`src/rtl/core/lcd_mode_timing_sequencer_macros.svh`:
```
// ---------------------------------------------------------------------------
// LCD mode timing sequencer assertion macros
// Shared assertion forms with a reset guard.
// ---------------------------------------------------------------------------
`ifndef LCD_MODE_TIMING_SEQUENCER_MACROS_SVH
`define LCD_MODE_TIMING_SEQUENCER_MACROS_SVH

// The consequent must hold in the same cycle as the antecedent.
`define LMTS_ASSERT_SAME(label, clk, rst, ante, cons) \
   label: assert property (@(posedge clk) disable iff (rst) (ante) |-> (cons)) \
      else $error("lmts assertion failed");

// The consequent must hold in the cycle after the antecedent.
`define LMTS_ASSERT_NEXT(label, clk, rst, ante, cons) \
   label: assert property (@(posedge clk) disable iff (rst) (ante) |=> (cons)) \
      else $error("lmts assertion failed");

`endif

```
`src/rtl/core/lmts_pkg.sv`:
```
// ---------------------------------------------------------------------------
// LCD mode timing sequencer package
// Phase codes, STAT mode codes, line constants, cycle tables and shared types.
// ---------------------------------------------------------------------------
package lmts_pkg;

   typedef enum logic [2:0] {
      PH_OAM    = 3'd0,
      PH_VRAM   = 3'd1,
      PH_HBLANK = 3'd2,
      PH_L90B   = 3'd3,
      PH_L90E   = 3'd4,
      PH_VBLANK = 3'd5
   } lmts_phase_type;

   localparam logic [1:0] MODE_HBLANK = 2'd0;
   localparam logic [1:0] MODE_VBLANK = 2'd1;
   localparam logic [1:0] MODE_OAM    = 2'd2;
   localparam logic [1:0] MODE_XFER   = 2'd3;

   localparam logic [7:0] LINE_VBL_START = 8'h90;
   localparam logic [7:0] LINE_WRAP      = 8'h9a;
   localparam logic [3:0] SPRITE_MAX     = 4'd10;

   localparam logic [9:0] L90_CYCLES    = 10'd24;
   localparam logic [9:0] LINE_CYC_NORM = 10'd456;
   localparam logic [9:0] LINE_CYC_DBL  = 10'd912;
   localparam logic [9:0] OAM_CYC_NORM  = 10'd82;
   localparam logic [9:0] OAM_CYC_DBL   = 10'd164;

   localparam int STAT_EN_HBLANK = 0;
   localparam int STAT_EN_VBLANK = 1;
   localparam int STAT_EN_OAM    = 2;
   localparam int STAT_EN_LYC    = 3;

   typedef struct packed {
      logic [7:0]     scan_line;
      lmts_phase_type phase;
      logic           advance_pending;
      logic [3:0]     sprites;
   } lmts_state_type;

   typedef struct packed {
      logic [7:0] compare_line;
      logic [3:0] stat_int_enables;
      logic [3:0] sprite_count;
      logic       hdma_active;
   } lmts_item_type;

   typedef struct packed {
      logic [9:0] next_duration;
      logic [1:0] stat_mode;
      logic       line_match;
      logic [7:0] current_line;
      logic       stat_int_request;
      logic       vblank_int_request;
      logic       draw_line;
      logic       frame_end;
      logic       hdma_step;
   } lmts_result_type;

   // Normal-speed pixel transfer cycles by sprite count.
   function automatic logic [9:0] xfer_cycles(input logic [3:0] sprites);
      logic [9:0] cyc;
      unique case (sprites)
         4'd0:    cyc = 10'd170;
         4'd1:    cyc = 10'd184;
         4'd2:    cyc = 10'd196;
         4'd3:    cyc = 10'd208;
         4'd4:    cyc = 10'd220;
         4'd5:    cyc = 10'd234;
         4'd6:    cyc = 10'd244;
         4'd7:    cyc = 10'd260;
         4'd8:    cyc = 10'd270;
         4'd9:    cyc = 10'd284;
         default: cyc = 10'd296;
      endcase
      return cyc;
   endfunction

   // Normal-speed hblank cycles by sprite count.
   function automatic logic [9:0] hbl_cycles(input logic [3:0] sprites);
      logic [9:0] cyc;
      unique case (sprites)
         4'd0:    cyc = 10'd204;
         4'd1:    cyc = 10'd190;
         4'd2:    cyc = 10'd178;
         4'd3:    cyc = 10'd166;
         4'd4:    cyc = 10'd154;
         4'd5:    cyc = 10'd140;
         4'd6:    cyc = 10'd130;
         4'd7:    cyc = 10'd114;
         4'd8:    cyc = 10'd104;
         4'd9:    cyc = 10'd90;
         default: cyc = 10'd78;
      endcase
      return cyc;
   endfunction

endpackage

```
`src/rtl/core/lmts_step.sv`:
```
// ---------------------------------------------------------------------------
// LCD mode timing sequencer step logic
// Computes the next sequencer state and the result for one phase-end item.
// ---------------------------------------------------------------------------
module lmts_step
   import lmts_pkg::*;
(
   input  lmts_state_type  state_cur,
   input  lmts_item_type   item,
   input  logic            speed_sel,
   output lmts_state_type  state_nxt,
   output lmts_result_type result
);

   logic [7:0]     line_adv;
   logic [7:0]     line_now;
   lmts_phase_type phase_adv;
   lmts_phase_type phase_now;
   logic           wrap;
   logic           match;
   logic [3:0]     ls;
   logic [3:0]     spr_sat;
   logic [9:0]     line_cyc;
   logic [9:0]     oam_cyc;
   logic [9:0]     xfer_base;
   logic [9:0]     hbl_base;
   logic [9:0]     xfer_cyc;
   logic [9:0]     hbl_cyc;

   function automatic logic [7:0] line_cur_inc(input logic [7:0] line);
      return line + 8'd1;
   endfunction

   always_comb begin
      line_adv  = state_cur.advance_pending ? line_cur_inc(state_cur.scan_line)
                                            : state_cur.scan_line;
      phase_adv = (line_adv == LINE_VBL_START && state_cur.phase == PH_OAM)
                  ? PH_L90B : state_cur.phase;
      wrap      = (line_adv == LINE_WRAP);
      line_now  = wrap ? 8'd0 : line_adv;
      phase_now = wrap ? PH_OAM : phase_adv;
      match     = (item.compare_line == line_now);

      ls       = (state_cur.sprites > SPRITE_MAX) ? SPRITE_MAX : state_cur.sprites;
      spr_sat  = (item.sprite_count > SPRITE_MAX) ? SPRITE_MAX : item.sprite_count;
      line_cyc = speed_sel ? LINE_CYC_DBL : LINE_CYC_NORM;
      oam_cyc  = speed_sel ? OAM_CYC_DBL : OAM_CYC_NORM;
      // Double-speed table entries are exactly twice the normal-speed ones.
      xfer_base = xfer_cycles(ls);
      hbl_base  = hbl_cycles(ls);
      xfer_cyc  = speed_sel ? {xfer_base[8:0], 1'b0} : xfer_base;
      hbl_cyc   = speed_sel ? {hbl_base[8:0], 1'b0} : hbl_base;

      state_nxt           = state_cur;
      state_nxt.scan_line = line_now;
      state_nxt.phase     = phase_now;

      result                    = '0;
      result.line_match         = match;
      result.current_line       = line_now;
      result.frame_end          = wrap;

      unique case (phase_now)
         PH_HBLANK: begin
            result.stat_mode        = MODE_HBLANK;
            result.stat_int_request = item.stat_int_enables[STAT_EN_HBLANK];
            result.draw_line        = 1'b1;
            result.next_duration    = hbl_cyc;
            result.hdma_step        = item.hdma_active;
            state_nxt.phase           = PH_OAM;
            state_nxt.advance_pending = 1'b1;
         end
         PH_L90B: begin
            result.stat_mode        = MODE_VBLANK;
            result.next_duration    = L90_CYCLES;
            result.stat_int_request = item.stat_int_enables[STAT_EN_VBLANK] |
                                      (item.stat_int_enables[STAT_EN_LYC] & match);
            state_nxt.phase           = PH_L90E;
            state_nxt.advance_pending = 1'b0;
         end
         PH_L90E: begin
            result.stat_mode          = MODE_VBLANK;
            result.next_duration      = line_cyc - L90_CYCLES;
            result.vblank_int_request = 1'b1;
            state_nxt.phase           = PH_VBLANK;
            state_nxt.advance_pending = 1'b1;
         end
         PH_VBLANK: begin
            result.stat_mode          = MODE_VBLANK;
            result.next_duration      = line_cyc;
            state_nxt.advance_pending = 1'b1;
         end
         PH_VRAM: begin
            result.stat_mode     = MODE_XFER;
            result.next_duration = xfer_cyc;
            state_nxt.phase      = PH_HBLANK;
         end
         default: begin
            result.stat_mode        = MODE_OAM;
            result.next_duration    = oam_cyc;
            result.stat_int_request = item.stat_int_enables[STAT_EN_OAM] |
                                      (item.stat_int_enables[STAT_EN_LYC] & match);
            state_nxt.phase           = PH_VRAM;
            state_nxt.advance_pending = 1'b0;
            state_nxt.sprites         = spr_sat;
         end
      endcase
   end

endmodule

```
`src/rtl/core/lcd_mode_timing_sequencer.sv`:
```
// ---------------------------------------------------------------------------
// LCD mode timing sequencer
// Steps the display phase and scan line on each phase-end item and reports
// the cycles to the next event together with STAT and interrupt pulses.
// ---------------------------------------------------------------------------
// Each item on the req_ channel is one phase-end event; each produces exactly
// one item on the rsp_ channel. An item is taken when req_valid is high and
// req_stall is low, and delivered when rsp_valid is high and rsp_stall is low.
// An item goes into an input register, passes through the step logic when
// the result register is free or being emptied, and appears in the next cycle.
// Throughput is one item per cycle while the receiver does not stall, set by
// the combinational step logic between the two registers.
// While the receiver stalls, the result holds and the input register still
// takes one more item; req_stall then rises until the result is taken.
// The csr_ channel writes the speed-select bit and is always ready; it must be
// written only while no item is in flight, which the block does not enforce.
// Reset clears both registers' valid flags, puts the sequencer at line 0 in
// the OAM scan phase with no sprites latched, and selects normal speed.
// ---------------------------------------------------------------------------
`include "lcd_mode_timing_sequencer_macros.svh"

module lcd_mode_timing_sequencer
   import lmts_pkg::*;
(
   input  logic       clock,
   input  logic       reset,
   input  logic       csr_valid,
   output logic       csr_ready,
   input  logic       csr_speed_sel,
   input  logic       req_valid,
   output logic       req_stall,
   input  logic [7:0] req_compare_line,
   input  logic [3:0] req_stat_int_enables,
   input  logic [3:0] req_sprite_count,
   input  logic       req_hdma_active,
   output logic       rsp_valid,
   input  logic       rsp_stall,
   output logic [9:0] rsp_next_duration,
   output logic [1:0] rsp_stat_mode,
   output logic       rsp_line_match,
   output logic [7:0] rsp_current_line,
   output logic       rsp_stat_int_request,
   output logic       rsp_vblank_int_request,
   output logic       rsp_draw_line,
   output logic       rsp_frame_end,
   output logic       rsp_hdma_step
);

   logic            speed_sel_ff;
   logic            in_valid_ff;
   logic            in_valid_in;
   lmts_item_type   item_ff;
   logic            out_valid_ff;
   logic            out_valid_in;
   lmts_result_type result_ff;
   lmts_result_type result_in;
   lmts_state_type  state_ff;
   lmts_state_type  state_in;
   logic            advance;
   logic            req_take;

   assign csr_ready = 1'b1;

   assign advance   = in_valid_ff && (!out_valid_ff || !rsp_stall);
   assign req_stall = in_valid_ff && !advance;
   assign req_take  = req_valid && !req_stall;

   assign in_valid_in  = req_take || (in_valid_ff && !advance);
   assign out_valid_in = advance || (out_valid_ff && rsp_stall);

   lmts_step u_step (
      .state_cur    (state_ff),
      .item         (item_ff),
      .speed_sel    (speed_sel_ff),
      .state_nxt    (state_in),
      .result       (result_in)
   );

   always_ff @(posedge clock) begin
      if (reset) begin
         speed_sel_ff    <= 1'b0;
         in_valid_ff     <= 1'b0;
         out_valid_ff    <= 1'b0;
         state_ff        <= '{scan_line: 8'd0, phase: PH_OAM,
                              advance_pending: 1'b0, sprites: 4'd0};
      end else begin
         if (csr_valid && csr_ready) begin
            speed_sel_ff <= csr_speed_sel;
         end
         in_valid_ff  <= in_valid_in;
         out_valid_ff <= out_valid_in;
         if (advance) begin
            state_ff <= state_in;
         end
      end
   end

   always_ff @(posedge clock) begin
      if (req_take) begin
         item_ff <= '{compare_line: req_compare_line,
                      stat_int_enables: req_stat_int_enables,
                      sprite_count: req_sprite_count,
                      hdma_active: req_hdma_active};
      end
      if (advance) begin
         result_ff <= result_in;
      end
   end

   assign rsp_valid              = out_valid_ff;
   assign rsp_next_duration      = result_ff.next_duration;
   assign rsp_stat_mode          = result_ff.stat_mode;
   assign rsp_line_match         = result_ff.line_match;
   assign rsp_current_line       = result_ff.current_line;
   assign rsp_stat_int_request   = result_ff.stat_int_request;
   assign rsp_vblank_int_request = result_ff.vblank_int_request;
   assign rsp_draw_line          = result_ff.draw_line;
   assign rsp_frame_end          = result_ff.frame_end;
   assign rsp_hdma_step          = result_ff.hdma_step;

   `LMTS_ASSERT_NEXT(a_advance_fills_output, clock, reset, advance, rsp_valid)
   `LMTS_ASSERT_SAME(a_frame_end_line_zero, clock, reset, rsp_valid && rsp_frame_end,
                     rsp_current_line == 8'd0)
   `LMTS_ASSERT_SAME(a_vblank_int_mode, clock, reset, rsp_valid && rsp_vblank_int_request,
                     rsp_stat_mode == MODE_VBLANK)
   `LMTS_ASSERT_SAME(a_draw_in_hblank, clock, reset, rsp_valid && rsp_draw_line,
                     rsp_stat_mode == MODE_HBLANK)

endmodule
```
`config.mk`:
```
export PLATFORM = sky130hd
export DESIGN_NAME = lcd_mode_timing_sequencer
export DESIGN_NICKNAME = d
export VERILOG_FILES = /design/src/rtl/core/lmts_pkg.sv /design/src/rtl/core/lmts_step.sv /design/src/rtl/core/lcd_mode_timing_sequencer.sv
export VERILOG_INCLUDE_DIRS = /design/src /design/src/rtl/core
export SDC_FILE = /design/constraint.sdc
export NUM_CORES = 1
export LEC_CHECK = 0
export BUFFER_PORTS_ARGS = -buffer_cell sky130_fd_sc_hd__buf_2
export CORE_ASPECT_RATIO = 0.75
export CORE_UTILIZATION = 52
export CTS_CLUSTER_SIZE = 16
export DETAILED_ROUTE_END_ITERATION = 16
export GPL_TIMING_DRIVEN = 0
export PLACE_DENSITY = 0.73
export SLEW_MARGIN = 20
export SYNTH_ARGS = -nofsm -noshare
export SYNTH_HDL_FRONTEND = slang
export SYNTH_HIERARCHICAL = 1
export SYNTH_SLANG_ARGS = --single-unit
export TNS_END_PERCENT = 1
```
`constraint.sdc`:
```
create_clock -name clock -period 2.25 [get_ports clock]
set_input_delay 0.3375 -clock clock [delete_from_list [all_inputs] [get_ports clock]]
set_output_delay 0.3375 -clock clock [all_outputs]
set_load 0.005 [all_outputs]
```
==> out/qor.csv <==
metric,value,unit
status,"complete, but fails checks",
failed_checks,negative setup slack,
ctsRootBufferMaster,clkbuf_8,
port_buffers,50,
vias,3070,
clk_latency,0.35,ns
setup_tns,-3.38,ns
finalMaxSlewViolations,0,
grt_pass1_vias,2752,
antenna_found_initial,0,
avgSynthCellArea,10.2,sq um
fmax,391,MHz
vias_per_cell,5.74,
synthCells,364,
cp.required,2.35,ns
cp-end-kind,flop,
n_antenna_cell,0,
initial_core_util,54.2,%
nFillCells,555,
ys_seq_area_share,44.9,%
synth_area,0.00372,sq mm
worst_hold_slack,0.156,ns
ant_nets,0,
yosysWarningCount,6,
routedWlPerCell,16.3,microns
dieArea,0.00750,sq mm
routabilityCongestion,0.990,
htree_levels,3,
die_y,75.3,microns
final_core_util,65.4,%
async_flop_share,0,%
track_usage,24.7,%
cts.sinks,62,
finalWirelength,8.74,mm
finalClockSkew,0.00605,ns
row_count,26,
hp-class,in2reg,
crit_path_start_kind,flop,
io_pins,52,
cts.path.max_buffers,2,
area_growth,20.6,%
fin_crit_sh,114,%
drive_gt1_share,31.8,%
cts_buffers,9,
leakagePower,1.74,nW
power,2.51,mW
dr.pass1.iters,5,
syn-num-nets,395,
worst_pin_slew,0.817,ns
pwr-share-seq,52.1,%
synth_edf_count,43,
power.switching,0.659,mW
relSlewSlack,45.5,%
overflow,0,
p_per_area,559,mW/mm^2
drv_cap,0,
clk_pin_slew_worst_paths,0.07,ns
setup_slack,-0.307,ns
yosys.cell_types.count,70,
period_needed,2.56,ns
comb_power_share,13.2,%
synth_top_flop_cell,edfxtp_1,
drtIter0Drc,355,
crit_arrival,2.66,ns
swShare,26.2,%
final_nets,463,
route.detailed.drc,0,
irDropWorstVdd,0.405,mV
p_int,1.85,mW
fp.dieW,99.7,microns
grt_pass1_wl,13.8,mm
grt_max_degree,36,
critPathMaxFanout,7,
p_clk_share,34.7,%
core,0.00686,sq mm
cts_tree,yes,
synth-seq-cells,62,
finalHoldViolCount,0,
rsz0062_at_grt,true,
finalSetupViolCount,18,
post-dp-hpwl,5.97,mm
path_class,reg2reg,
-- state kept, by name (all words and copies together), names as in the netlist --
name	count
rsp_frame_end	1
speed_sel_ff	1
in_valid_ff	1
rsp_draw_line	1
rsp_line_match	1
rsp_vblank_int_request	1
item_ff	17
rsp_stat_mode	2
rsp_valid	1
rsp_hdma_step	1
state_ff	16
rsp_stat_int_request	1
rsp_current_line	8
rsp_next_duration	10
-- cell families after synthesis --
group	after synthesis	synth area share, %
other	2	0.202
buffers and inverters	43	6.96
AO/OA/AOI/OAI	78	15.1
multiplexers	25	6.89
AND/OR/NAND/NOR	131	19.7
adder cells (fa/ha/maj)	8	2.69
XOR/XNOR	15	3.53
flip-flops	62	44.9
-- path summary, 6_finish.rpt --
check,start,end,slack (ns),cells past startpoint
worst max register to register,state_ff[9],rsp_stat_int_request,-0.31,8
worst min register to register,state_ff[7],state_ff[7],0.48,2
worst min-delay path,req_sprite_count[3],item_ff[4],0.16,1
worst max-delay path,state_ff[9],rsp_stat_int_request,-0.31,8
-- cells in the mapped netlist, drive strengths merged (8+ instances only) --
cell,number,area [sq um]
edfxtp,43,1290
dfxtp,19,380
nand2,23,86.3
a21oi,19,95.1
nand2b,39,244
o21ai,19,98.9
xnor2,8,70.1
buf,22,179
nor2,27,101
clkbuf,12,45.0
ha,8,100
mux2i,23,230
-- metrics by stage --
stage	setup WS [ns]	cells	cell area [sq um]
global placement	-0.393	512	4100
CTS	-0.337	535	4410
finish	-0.307	535	4490
global route	-0.378	535	4490
floorplan	-0.147	364	3730
detailed placement	-0.405	512	4110
-- what timing repair did --
item                                    4_1_cts  5_1_grt
hold buffers                                  0        0
cloned                                        0        1
gates resized for setup                      22       27
endpoints found under the setup margin       27       26
setup buffers                                 8        1
pin swaps                                    12        7
-- placed cells by master (no fill, tap or decap), drive strengths merged, types with 3 or more instances in the layout --
| master | instances |
|---|---|
| nand2 | 23 |
| a221oi | 3 |
| nor4 | 3 |
| mux2i | 23 |
| clkbuf | 20 |
| xnor2 | 8 |
| xor2 | 7 |
| dfxtp | 19 |
| inv | 7 |
| o21ai | 19 |
| buf | 82 |
| a21oi | 19 |
| nor2 | 27 |
| nor2b | 3 |
| nand4 | 7 |
| or3 | 3 |
| or2 | 3 |
| a31oi | 3 |
| a21boi | 3 |
| nand3 | 4 |
| o211ai | 6 |
| and3 | 4 |
| edfxtp | 43 |
| nand2b | 39 |
| clkinv | 3 |
| clkinvlp | 4 |
| nand3b | 4 |
| nor3 | 3 |
| ha | 8 |
-- worst max-delay path, stage by stage, from the launching register on --
cell,delay (ns)
dfxtp_4,0.37
ha_4,0.17
or3b_4,0.40
a21boi_4,0.19
o2111a_2,0.29
a22oi_1,0.13
o31a_1,0.30
a211o_1,0.28
o21ba_1,0.20
-- metal layers --
| layer | vias up | track usage [%] | part of all wire, % |
|---|---|---|---|
| met2 | 159 | 35.5 | 42 |
| met5 | - | 0 | 0 |
| met4 | 0 | 10.6 | 1.6 |
| met3 | 18 | 5.57 | 7.2 |
| met1 | 1452 | 35.9 | 49 |
| li1 | 1441 | - | - |
-- power by group through the flow --
| stage | Clock (mW) | Combinational [mW] | Sequential, mW |
|---|---|---|---|
| 2_1_floorplan | 0 | 0.207 | 1.33 |
| 3_3_place_gp | 0 | 0.301 | 1.33 |
| 3_5_place_dp | 0 | 0.308 | 1.33 |
| 4_1_cts | 0.900 | 0.311 | 1.31 |
| 5_1_grt | 0.935 | 0.362 | 1.31 |
| 6_report | 0.871 | 0.332 | 1.31 |
-- final cells by class --
cell class,instances,area [sq um],share of cell area (%)
Clock inverter,5,35.0,0.781
Clock buffer,11,141,3.15
Multi-Input combinational cell,259,1900,42.3
Timing Repair Buffer,60,330,7.36
Sequential cell,62,1680,37.5
Tap cell,98,123,2.73
Inverter,9,38.8,0.864
Buffer,31,240,5.35
(Power assumes the default switching activity.)
